$ cat src/design/i2c_master_register_interface_macros.svh
// ----------------------------------------------------------------------------
// I2C master register interface assertion macros
// Shared helpers for the concurrent checks of the register block.
// ----------------------------------------------------------------------------
`ifndef I2C_MASTER_REGISTER_INTERFACE_MACROS_SVH
`define I2C_MASTER_REGISTER_INTERFACE_MACROS_SVH

// The consequent must hold in the cycle after the antecedent.
`define I2CMRI_ASSERT_NEXT(label, ante, cons, msg) \
  label: assert property (@(posedge clk) disable iff (rst) (ante) |=> (cons)) \
    else $error(msg);

// The consequent must hold in the same cycle as the antecedent.
`define I2CMRI_ASSERT_SAME(label, ante, cons, msg) \
  label: assert property (@(posedge clk) disable iff (rst) (ante) |-> (cons)) \
    else $error(msg);

`endif

$ cat src/design/i2cmri_pkg.sv
// ----------------------------------------------------------------------------
// I2C master register interface package
// Register offsets, bit positions, bus command codes and transaction types.
// ----------------------------------------------------------------------------
package i2cmri_pkg;

  localparam logic OP_READ  = 1'b0;
  localparam logic OP_WRITE = 1'b1;

  localparam logic [7:0] OFS_CONTROL   = 8'h00;
  localparam logic [7:0] OFS_STATUS    = 8'h04;
  localparam logic [7:0] OFS_OWNADDR   = 8'h08;
  localparam logic [7:0] OFS_DATA      = 8'h0c;
  localparam logic [7:0] OFS_READY     = 8'h10;
  localparam logic [7:0] OFS_SCRATCH_A = 8'h14;
  localparam logic [7:0] OFS_SCRATCH_B = 8'h18;
  localparam logic [7:0] OFS_SCRATCH_C = 8'h1c;
  localparam logic [7:0] OFS_STATUS2   = 8'h20;

  localparam int STATUS_MODE_LSB  = 6;
  localparam int STATUS_START_BIT = 5;
  localparam int STATUS_NACK_BIT  = 0;
  localparam int STA2_BYTE_BIT    = 8;
  localparam int STA2_STOP_BIT    = 13;

  typedef enum logic [2:0] {
    ACT_NONE    = 3'd0,
    ACT_START   = 3'd1,
    ACT_SEND    = 3'd2,
    ACT_RECEIVE = 3'd3,
    ACT_STOP    = 3'd4
  } action_t;

  typedef struct packed {
    logic        operation;
    logic [7:0]  offset;
    logic [31:0] write_data;
    logic        target_nacked;
    logic [7:0]  received_byte;
  } req_t;

  typedef struct packed {
    logic [31:0] read_data;
    action_t     bus_action;
    logic [6:0]  bus_address;
    logic        bus_read_direction;
    logic [7:0]  bus_send_byte;
    logic        bad_offset;
  } rsp_t;

endpackage

$ cat src/design/i2cmri_channels.sv
// ----------------------------------------------------------------------------
// I2C master register interface channels
// Valid/ready channels for register accesses and their results.
// ----------------------------------------------------------------------------
interface i2cmri_req_if;
  logic        valid;
  logic        ready;
  logic        operation;
  logic [7:0]  offset;
  logic [31:0] write_data;
  logic        target_nacked;
  logic [7:0]  received_byte;

  modport source (
    output valid, operation, offset, write_data, target_nacked, received_byte,
    input  ready
  );
  modport sink (
    input  valid, operation, offset, write_data, target_nacked, received_byte,
    output ready
  );
endinterface

interface i2cmri_rsp_if;
  logic        valid;
  logic        ready;
  logic [31:0] read_data;
  logic [2:0]  bus_action;
  logic [6:0]  bus_address;
  logic        bus_read_direction;
  logic [7:0]  bus_send_byte;
  logic        bad_offset;

  modport source (
    output valid, read_data, bus_action, bus_address, bus_read_direction,
           bus_send_byte, bad_offset,
    input  ready
  );
  modport sink (
    input  valid, read_data, bus_action, bus_address, bus_read_direction,
           bus_send_byte, bad_offset,
    output ready
  );
endinterface

$ cat src/design/i2cmri_in_stage.sv
// ----------------------------------------------------------------------------
// I2C master register interface input stage
// Registers one incoming access and holds it until the core consumes it.
// ----------------------------------------------------------------------------
module i2cmri_in_stage (
  input  logic             clk,
  input  logic             rst,
  i2cmri_req_if.sink       req,
  input  logic             drain,
  output logic             valid,
  output i2cmri_pkg::req_t item
);
  import i2cmri_pkg::*;

  logic accept;

  assign req.ready = !valid || drain;
  assign accept    = req.valid && req.ready;

  always_ff @(posedge clk) begin
    if (rst) begin
      valid <= 1'b0;
    end else if (accept) begin
      valid <= 1'b1;
    end else if (drain) begin
      valid <= 1'b0;
    end
  end

  always_ff @(posedge clk) begin
    if (accept) begin
      item.operation     <= req.operation;
      item.offset        <= req.offset;
      item.write_data    <= req.write_data;
      item.target_nacked <= req.target_nacked;
      item.received_byte <= req.received_byte;
    end
  end
endmodule

$ cat src/design/i2cmri_core.sv
// ----------------------------------------------------------------------------
// I2C master register interface core
// Register file, bus command decode and read multiplexer for one access.
// ----------------------------------------------------------------------------
`include "i2c_master_register_interface_macros.svh"

module i2cmri_core (
  input  logic             clk,
  input  logic             rst,
  input  logic             step,
  input  i2cmri_pkg::req_t item,
  output i2cmri_pkg::rsp_t result
);
  import i2cmri_pkg::*;

  logic [31:0] control_value, control_value_next;
  logic [1:0]  mode_bits, mode_bits_next;
  logic [31:0] own_address_value, own_address_value_next;
  logic [7:0]  data_byte, data_byte_next;
  logic        byte_done_flag, byte_done_flag_next;
  logic        stop_seen_flag, stop_seen_flag_next;
  logic        transfer_busy, transfer_busy_next;
  logic        last_nacked, last_nacked_next;
  logic        receiving, receiving_next;
  logic        data_pending, data_pending_next;

  always_comb begin
    control_value_next     = control_value;
    mode_bits_next         = mode_bits;
    own_address_value_next = own_address_value;
    data_byte_next         = data_byte;
    byte_done_flag_next    = byte_done_flag;
    stop_seen_flag_next    = stop_seen_flag;
    transfer_busy_next     = transfer_busy;
    last_nacked_next       = last_nacked;
    receiving_next         = receiving;
    data_pending_next      = data_pending;
    result                 = '0;
    result.bus_action      = ACT_NONE;

    if (item.operation == OP_READ) begin
      case (item.offset)
        OFS_CONTROL: begin
          result.read_data = control_value;
        end
        OFS_STATUS: begin
          result.read_data[STATUS_MODE_LSB +: 2] = mode_bits;
          result.read_data[STATUS_START_BIT]     = transfer_busy;
          result.read_data[STATUS_NACK_BIT]      = last_nacked;
        end
        OFS_OWNADDR: begin
          result.read_data = own_address_value;
        end
        OFS_DATA: begin
          result.read_data[7:0] = data_byte;
        end
        OFS_READY: begin
          result.read_data = '0;
        end
        OFS_STATUS2: begin
          result.read_data[STA2_BYTE_BIT] = byte_done_flag;
          result.read_data[STA2_STOP_BIT] = stop_seen_flag;
        end
        default: begin
          result.bad_offset = 1'b1;
        end
      endcase
    end else begin
      case (item.offset)
        OFS_CONTROL: begin
          control_value_next = item.write_data;
          if (transfer_busy) begin
            if (receiving) begin
              data_byte_next      = item.received_byte;
              byte_done_flag_next = 1'b1;
              result.bus_action   = ACT_RECEIVE;
            end else if (data_pending) begin
              result.bus_send_byte = data_byte;
              last_nacked_next     = item.target_nacked;
              data_pending_next    = 1'b0;
              byte_done_flag_next  = 1'b1;
              result.bus_action    = ACT_SEND;
            end
          end
        end
        OFS_STATUS: begin
          mode_bits_next = item.write_data[STATUS_MODE_LSB +: 2];
          if (item.write_data[STATUS_START_BIT]) begin
            receiving_next            = data_byte[0];
            result.bus_address        = data_byte[7:1];
            result.bus_read_direction = data_byte[0];
            last_nacked_next          = item.target_nacked;
            transfer_busy_next        = 1'b1;
            data_pending_next         = 1'b0;
            byte_done_flag_next       = 1'b1;
            result.bus_action         = ACT_START;
          end else if (transfer_busy) begin
            transfer_busy_next  = 1'b0;
            stop_seen_flag_next = 1'b1;
            result.bus_action   = ACT_STOP;
          end
        end
        OFS_OWNADDR: begin
          own_address_value_next = item.write_data;
        end
        OFS_DATA: begin
          data_byte_next    = item.write_data[7:0];
          data_pending_next = 1'b1;
        end
        OFS_STATUS2: begin
          if (item.write_data[STA2_BYTE_BIT]) begin
            byte_done_flag_next = 1'b0;
          end
          if (item.write_data[STA2_STOP_BIT]) begin
            stop_seen_flag_next = 1'b0;
          end
        end
        OFS_READY, OFS_SCRATCH_A, OFS_SCRATCH_B, OFS_SCRATCH_C: begin
          result.bad_offset = 1'b0;
        end
        default: begin
          result.bad_offset = 1'b1;
        end
      endcase
    end
  end

  always_ff @(posedge clk) begin
    if (rst) begin
      control_value     <= '0;
      mode_bits         <= '0;
      own_address_value <= '0;
      data_byte         <= '0;
      byte_done_flag    <= 1'b0;
      stop_seen_flag    <= 1'b0;
      transfer_busy     <= 1'b0;
      last_nacked       <= 1'b0;
      receiving         <= 1'b0;
      data_pending      <= 1'b0;
    end else if (step) begin
      control_value     <= control_value_next;
      mode_bits         <= mode_bits_next;
      own_address_value <= own_address_value_next;
      data_byte         <= data_byte_next;
      byte_done_flag    <= byte_done_flag_next;
      stop_seen_flag    <= stop_seen_flag_next;
      transfer_busy     <= transfer_busy_next;
      last_nacked       <= last_nacked_next;
      receiving         <= receiving_next;
      data_pending      <= data_pending_next;
    end
  end

  `I2CMRI_ASSERT_NEXT(a_start_sets_busy, step && result.bus_action == ACT_START, transfer_busy && byte_done_flag, "START did not leave the transfer busy.")
  `I2CMRI_ASSERT_NEXT(a_stop_clears_busy, step && result.bus_action == ACT_STOP, !transfer_busy && stop_seen_flag, "STOP did not end the transfer.")
  `I2CMRI_ASSERT_NEXT(a_send_consumes_data, step && result.bus_action == ACT_SEND, !data_pending && byte_done_flag, "Send left the data byte pending.")
  `I2CMRI_ASSERT_SAME(a_action_only_on_write, result.bus_action != ACT_NONE, item.operation == OP_WRITE && result.read_data == '0, "Bus command issued by a read transaction.")
endmodule

$ cat src/design/i2cmri_out_stage.sv
// ----------------------------------------------------------------------------
// I2C master register interface output stage
// Result register that holds a finished transaction until it is taken.
// ----------------------------------------------------------------------------
module i2cmri_out_stage (
  input  logic             clk,
  input  logic             rst,
  input  logic             load,
  input  i2cmri_pkg::rsp_t item,
  output logic             space,
  i2cmri_rsp_if.source     rsp
);
  import i2cmri_pkg::*;

  logic valid;
  rsp_t item_q;

  assign space = !valid || rsp.ready;

  always_ff @(posedge clk) begin
    if (rst) begin
      valid <= 1'b0;
    end else if (load) begin
      valid <= 1'b1;
    end else if (rsp.ready) begin
      valid <= 1'b0;
    end
  end

  always_ff @(posedge clk) begin
    if (load) begin
      item_q <= item;
    end
  end

  assign rsp.valid              = valid;
  assign rsp.read_data          = item_q.read_data;
  assign rsp.bus_action         = item_q.bus_action;
  assign rsp.bus_address        = item_q.bus_address;
  assign rsp.bus_read_direction = item_q.bus_read_direction;
  assign rsp.bus_send_byte      = item_q.bus_send_byte;
  assign rsp.bad_offset         = item_q.bad_offset;
endmodule

$ cat src/design/i2c_master_register_interface.sv
// ----------------------------------------------------------------------------
// I2C master register interface
// Register side of an I2C master: each transaction on req is one register
// read or write; each produces exactly one result transaction on rsp that
// carries the read data, the bus command issued, and a bad-offset flag.
// The target's acknowledge and received byte travel with the request.
// The path from request acceptance to result valid is one input
// register, then the decode and register update, then the result register.
// Throughput is one transaction per cycle while rsp does not stall; the
// decode between the two registers is combinational.
// When rsp stalls, the result register holds its transaction; the input
// register still accepts one more request, and req.ready drops only when
// both registers are full. Register state advances only when a request
// moves into the result register, so stalls never repeat a bus command.
// Synchronous reset zeroes the register state and empties both stages.
// ----------------------------------------------------------------------------
module i2c_master_register_interface (
  input  logic         clk,
  input  logic         rst,
  i2cmri_req_if.sink   req,
  i2cmri_rsp_if.source rsp
);
  import i2cmri_pkg::*;

  logic in_valid;
  req_t in_item;
  rsp_t core_result;
  logic out_space;
  logic step;

  assign step = in_valid && out_space;

  i2cmri_in_stage u_in_stage (
    .clk   (clk),
    .rst   (rst),
    .req   (req),
    .drain (step),
    .valid (in_valid),
    .item  (in_item)
  );

  i2cmri_core u_core (
    .clk    (clk),
    .rst    (rst),
    .step   (step),
    .item   (in_item),
    .result (core_result)
  );

  i2cmri_out_stage u_out_stage (
    .clk   (clk),
    .rst   (rst),
    .load  (step),
    .item  (core_result),
    .space (out_space),
    .rsp   (rsp)
  );
endmodule

$ cat src/flat_wrapper.sv
// flat-port wrapper written by rule: the top's interface ports become plain ports
module i2c_master_register_interface_flat import i2cmri_pkg::*;
  (clk, rst, req_valid, req_operation, req_offset, req_write_data, req_target_nacked, req_received_byte, req_ready, rsp_valid, rsp_read_data, rsp_bus_action, rsp_bus_address, rsp_bus_read_direction, rsp_bus_send_byte, rsp_bad_offset, rsp_ready);
  i2cmri_req_if req_i ();
  i2cmri_rsp_if rsp_i ();
  input  logic clk;
  input  logic rst;
  input wire logic [$bits(req_i.valid)-1:0] req_valid;
  input wire logic [$bits(req_i.operation)-1:0] req_operation;
  input wire logic [$bits(req_i.offset)-1:0] req_offset;
  input wire logic [$bits(req_i.write_data)-1:0] req_write_data;
  input wire logic [$bits(req_i.target_nacked)-1:0] req_target_nacked;
  input wire logic [$bits(req_i.received_byte)-1:0] req_received_byte;
  output wire logic [$bits(req_i.ready)-1:0] req_ready;
  output wire logic [$bits(rsp_i.valid)-1:0] rsp_valid;
  output wire logic [$bits(rsp_i.read_data)-1:0] rsp_read_data;
  output wire logic [$bits(rsp_i.bus_action)-1:0] rsp_bus_action;
  output wire logic [$bits(rsp_i.bus_address)-1:0] rsp_bus_address;
  output wire logic [$bits(rsp_i.bus_read_direction)-1:0] rsp_bus_read_direction;
  output wire logic [$bits(rsp_i.bus_send_byte)-1:0] rsp_bus_send_byte;
  output wire logic [$bits(rsp_i.bad_offset)-1:0] rsp_bad_offset;
  input wire logic [$bits(rsp_i.ready)-1:0] rsp_ready;
  assign req_i.valid = req_valid;
  assign req_i.operation = req_operation;
  assign req_i.offset = req_offset;
  assign req_i.write_data = req_write_data;
  assign req_i.target_nacked = req_target_nacked;
  assign req_i.received_byte = req_received_byte;
  assign req_ready = req_i.ready;
  assign rsp_valid = rsp_i.valid;
  assign rsp_read_data = rsp_i.read_data;
  assign rsp_bus_action = rsp_i.bus_action;
  assign rsp_bus_address = rsp_i.bus_address;
  assign rsp_bus_read_direction = rsp_i.bus_read_direction;
  assign rsp_bus_send_byte = rsp_i.bus_send_byte;
  assign rsp_bad_offset = rsp_i.bad_offset;
  assign rsp_i.ready = rsp_ready;
  i2c_master_register_interface u_core (.clk(clk), .rst(rst), .req(req_i), .rsp(rsp_i));
endmodule
$ cat config.mk
export PLATFORM = sky130hd
export DESIGN_NAME = i2c_master_register_interface_flat
export DESIGN_NICKNAME = d
export VERILOG_FILES = /design/src/design/i2cmri_pkg.sv /design/src/design/i2cmri_channels.sv /design/src/design/i2cmri_in_stage.sv /design/src/design/i2cmri_core.sv /design/src/design/i2cmri_out_stage.sv /design/src/design/i2c_master_register_interface.sv /design/src/flat_wrapper.sv
export VERILOG_INCLUDE_DIRS = /design/src /design/src/design
export SDC_FILE = /design/constraint.sdc
export NUM_CORES = 1
export LEC_CHECK = 0
export ABC_AREA = 1
export BUFFER_PORTS_ARGS = -buffer_cell sky130_fd_sc_hd__buf_4
export CAP_MARGIN = 5
export CORE_UTILIZATION = 56
export DETAILED_ROUTE_END_ITERATION = 6
export MAX_ROUTING_LAYER = met4
export PLACE_DENSITY = 0.79
export SYNTH_ARGS = -nofsm -noshare
export SYNTH_HDL_FRONTEND = slang
export SYNTH_SLANG_ARGS = --single-unit
$ cat constraint.sdc
create_clock -name clk -period 3.2 [get_ports clk]
set_input_delay 0.32 -clock clk [delete_from_list [all_inputs] [get_ports clk]]
set_output_delay 0.32 -clock clk [all_outputs]
set_load 0.02 [all_outputs]
==> impl_metrics.yaml <==
routing:
  wirelength_um: 15000
  drt_iter0_markers: 560
  antenna_left: 0
  wl_per_cell_um: 15.5
  drcViolationCount: 0
  first_pass_iters: 5
  vias: 5331
  viasPerCell: 5.49
clock_network:
  cts_resized: 0
  ctsHoldBuffers: 0
  cts_buffer_depth: 2
  cts_tree: "done"
  clk_latency_ns: 0.42
  clk_pin_slew_ns: 0.06
  cts_max_level: 4
  numCtsBuffers: 17
  post_cts_buffers: 0
  cts_sinks: 184
  cts_root_buffer: "clkbuf_16"
floorplan:
  dieArea_sq_um: 13000
  rows: 40
  core_area_sq_um: 12100
  start_util_pct: 58.1
  die_h_um: 114
  ios: 108
  die_w_um: 114
timing:
  max_freq_ghz: 0.433
  setup_violations: 0
  fin_crit_sh_pct: 72.1
  max-slew-margin-rel_pct: 24.1
  rsz0062_at_grt: "false"
  finalClockSkew_ns: 0.00704
  finalHoldViolCount: 0
  slew_viol_final: 0
  period_minus_slack_ns: 2.31
  worstMarginPinSlew_ns: 1.14
  setup-tns-final_ns: 0
yosys:
  synth_nets: 745
  synth_area_leader_cell: "edfxtp_1"
  synth_edf_count: 102
  synthArstFlopShare_pct: 0
  synth.distinct_cells: 29
  yosys-top-cells-area: "edfxtp_1 (44%), dfxtp_1 (23%), a21oi_1 (6.9%), nand2_1 (6.2%), o21ai_0 (5.0%)"
  synth_top_area_share_pct: 43.5
  synth_ff_type: "edfxtp_1"
  yosysSeqAreaShare_pct: 66.9
  syn_area_sq_um: 7040
  syn_inst: 691
  postSynthRegisterBits: 184
  yosys_warnings: 0
  syn_area_per_cell_sq_um: 10.2
final_layout:
  fill_cells: 907
  utilization_pct: 70.2
  antennaDiodeCount: 0
  drive_gt1_share_pct: 19.9
  final_nets: 844
  syn_to_final_growth_pct: 20.8
global_routing:
  grt_first_pass_wirelength_um: 24300
  grtUsageTotal_pct: 25.1
  grt_max_degree: 79
  antenna_found_initial: 0
  grt_pass1_vias: 5122
  grt-ovfl-total: 0
setup_path:
  end_kind: "register"
  critPathLaunchType: "register"
  cp_max_fo: 26
  worstPathRequired_ns: 3.36
  crit_arrival_ns: 2.46
  path_class: "reg2reg"
power_and_ir_drop:
  p_per_area_nw_per_um2: 568
  leakagePower_nw: 3.43
  peakVddDrop_uv: 298
placement:
  gp_congestion: 0.875
  hpwl_um: 9080
  placement.io_buffers: 107
job:
  drv_cap: 0
run_status:
  run_status: "complete, no violations"
hold_path:
  worstHoldPathType: "in2reg"
==> routing by layer <==
layer	GRT usage, %	vias to the layer above	share of wire (%)
met5	-	-	0
met4	10.9	0	2.1
met3	4.39	30	6.7
met2	42.0	249	52
met1	30.0	2529	39
li1	-	2523	-
==> where the power goes <==
| part | internal [mW] | total (mW) | leakage, nW | switching, mW |
|---|---|---|---|---|
| combinational | 0.0934 | 0.242 | 1.54 | 0.149 |
| clock | 1.15 | 2.00 | 0.265 | 0.848 |
| sequential | 2.56 | 2.59 | 1.63 | 0.0255 |
| total | 3.81 | 4.83 | 3.43 | 1.02 |
==> per-stage QoR <==
stage / instances / worst slack (ns) / cell area [sq um] / total power, mW / hold WS (ns)
final: 971 / 0.891 / 8500 / 4.83 / 0.0708
after global routing: 971 / 0.712 / 8500 / 4.96 / 0.0612
after CTS: 971 / 0.958 / 8500 / 4.84 / 0.0627
after detailed placement: 939 / 1.02 / 7930 / 2.88 / 0.471
after global placement: 939 / 1.08 / 7930 / 2.87 / 0.464
after floorplan: 691 / 0.402 / 7040 / 2.76 / 0.389
==> cells in the mapped netlist (2+ instances only) <==
master    count
buf_2        15
nor2_2        3
edfxtp_1    102
o211ai_1      4
a22o_1        3
nand2_1     116
nand3b_1      2
nor2_1       59
nor3_1        2
inv_2         4
o21ai_1      13
a21oi_1      97
nand2_2       4
nand3_1      11
o21ai_0      70
dfxtp_1      82
inv_1        72
nor2_8        2
buf_4         5
clkbuf_1     10
nand4_1       7
==> worst paths after layout <==
path,cells past startpoint,slack (ns),from,endpoint
setup / recovery,9,0.89,u_core.u_in_stage.item[46]$_DFFE_PP_,u_core.u_out_stage.rsp.read_data[5]$_SDFFCE_PP0N_
hold reg to reg,2,0.48,u_core.u_core.data_byte[7]$_SDFFE_PP0P_,u_core.u_core.data_byte[7]$_SDFFE_PP0P_
setup reg to reg,9,0.89,u_core.u_in_stage.item[46]$_DFFE_PP_,u_core.u_out_stage.rsp.read_data[5]$_SDFFCE_PP0N_
hold / removal,1,0.07,req_write_data[25],u_core.u_in_stage.item[34]$_DFFE_PP_
==> critical path: stages (launching register included) <==
cell and delay (ns):
edfxtp_1 0.40, nor2_2 0.07, nand2_4 0.14, inv_2 0.08
nand4_1 0.08, clkinv_1 0.74, nand2_1 0.23, o21ai_0 0.13
nor2_1 0.13, nor2_1 0.05
==> cells by family after synthesis <==
logic type | Yosys count | share of synthesized area [%]
buffers and inverters | 109 | 6.46
flip-flops | 184 | 66.9
AO/OA/AOI/OAI | 188 | 13.8
AND/OR/NAND/NOR | 210 | 12.8
==> layout make-up <==
type	count	area [sq um]	share of cell area (%)
sequential	184	4700	55.4
multi-input combinational	398	1880	22.1
timing repair buffer	112	853	10.0
clock buffer	21	440	5.18
inverter	77	289	3.40
tap	168	210	2.47
clock inverter	11	125	1.47
==> cell usage in the layout (no fill, tap or decap), types with 4 or more instances in the layout <==
cell and count:
a21oi_1 97, buf_4 111, clkbuf_1 4, clkbuf_16 17, clkinvlp_4 4, dfxtp_1 82
edfxtp_1 102, inv_1 69, inv_2 7, nand2_1 116, nand2_2 4, nand3_1 11
nand4_1 7, nor2_1 59, o211ai_1 4, o21ai_0 70, o21ai_1 13
==> flip-flops by register name, indices dropped and copies added, names as in the netlist <==
| signal | cells |
|---|---|
| u_core.u_out_stage.rsp.bus_address | 7 |
| u_core.u_core.last_nacked | 1 |
| u_core.u_out_stage.rsp.read_data | 32 |
| u_core.u_out_stage.rsp.bus_send_byte | 8 |
| u_core.u_out_stage.rsp.valid | 1 |
| u_core.u_core.receiving | 1 |
| u_core.u_core.mode_bits | 2 |
| u_core.u_in_stage.item | 50 |
| u_core.u_core.byte_done_flag | 1 |
| u_core.u_core.stop_seen_flag | 1 |
| u_core.u_in_stage.valid | 1 |
| u_core.u_core.data_byte | 8 |
| u_core.u_out_stage.rsp.bus_read_direction | 1 |
| u_core.u_out_stage.rsp.bus_action | 3 |
| u_core.u_out_stage.rsp.bad_offset | 1 |
| u_core.u_core.own_address_value | 32 |
| u_core.u_core.control_value | 32 |
| u_core.u_core.data_pending | 1 |
| u_core.u_core.transfer_busy | 1 |
(Power assumes the default switching activity.)
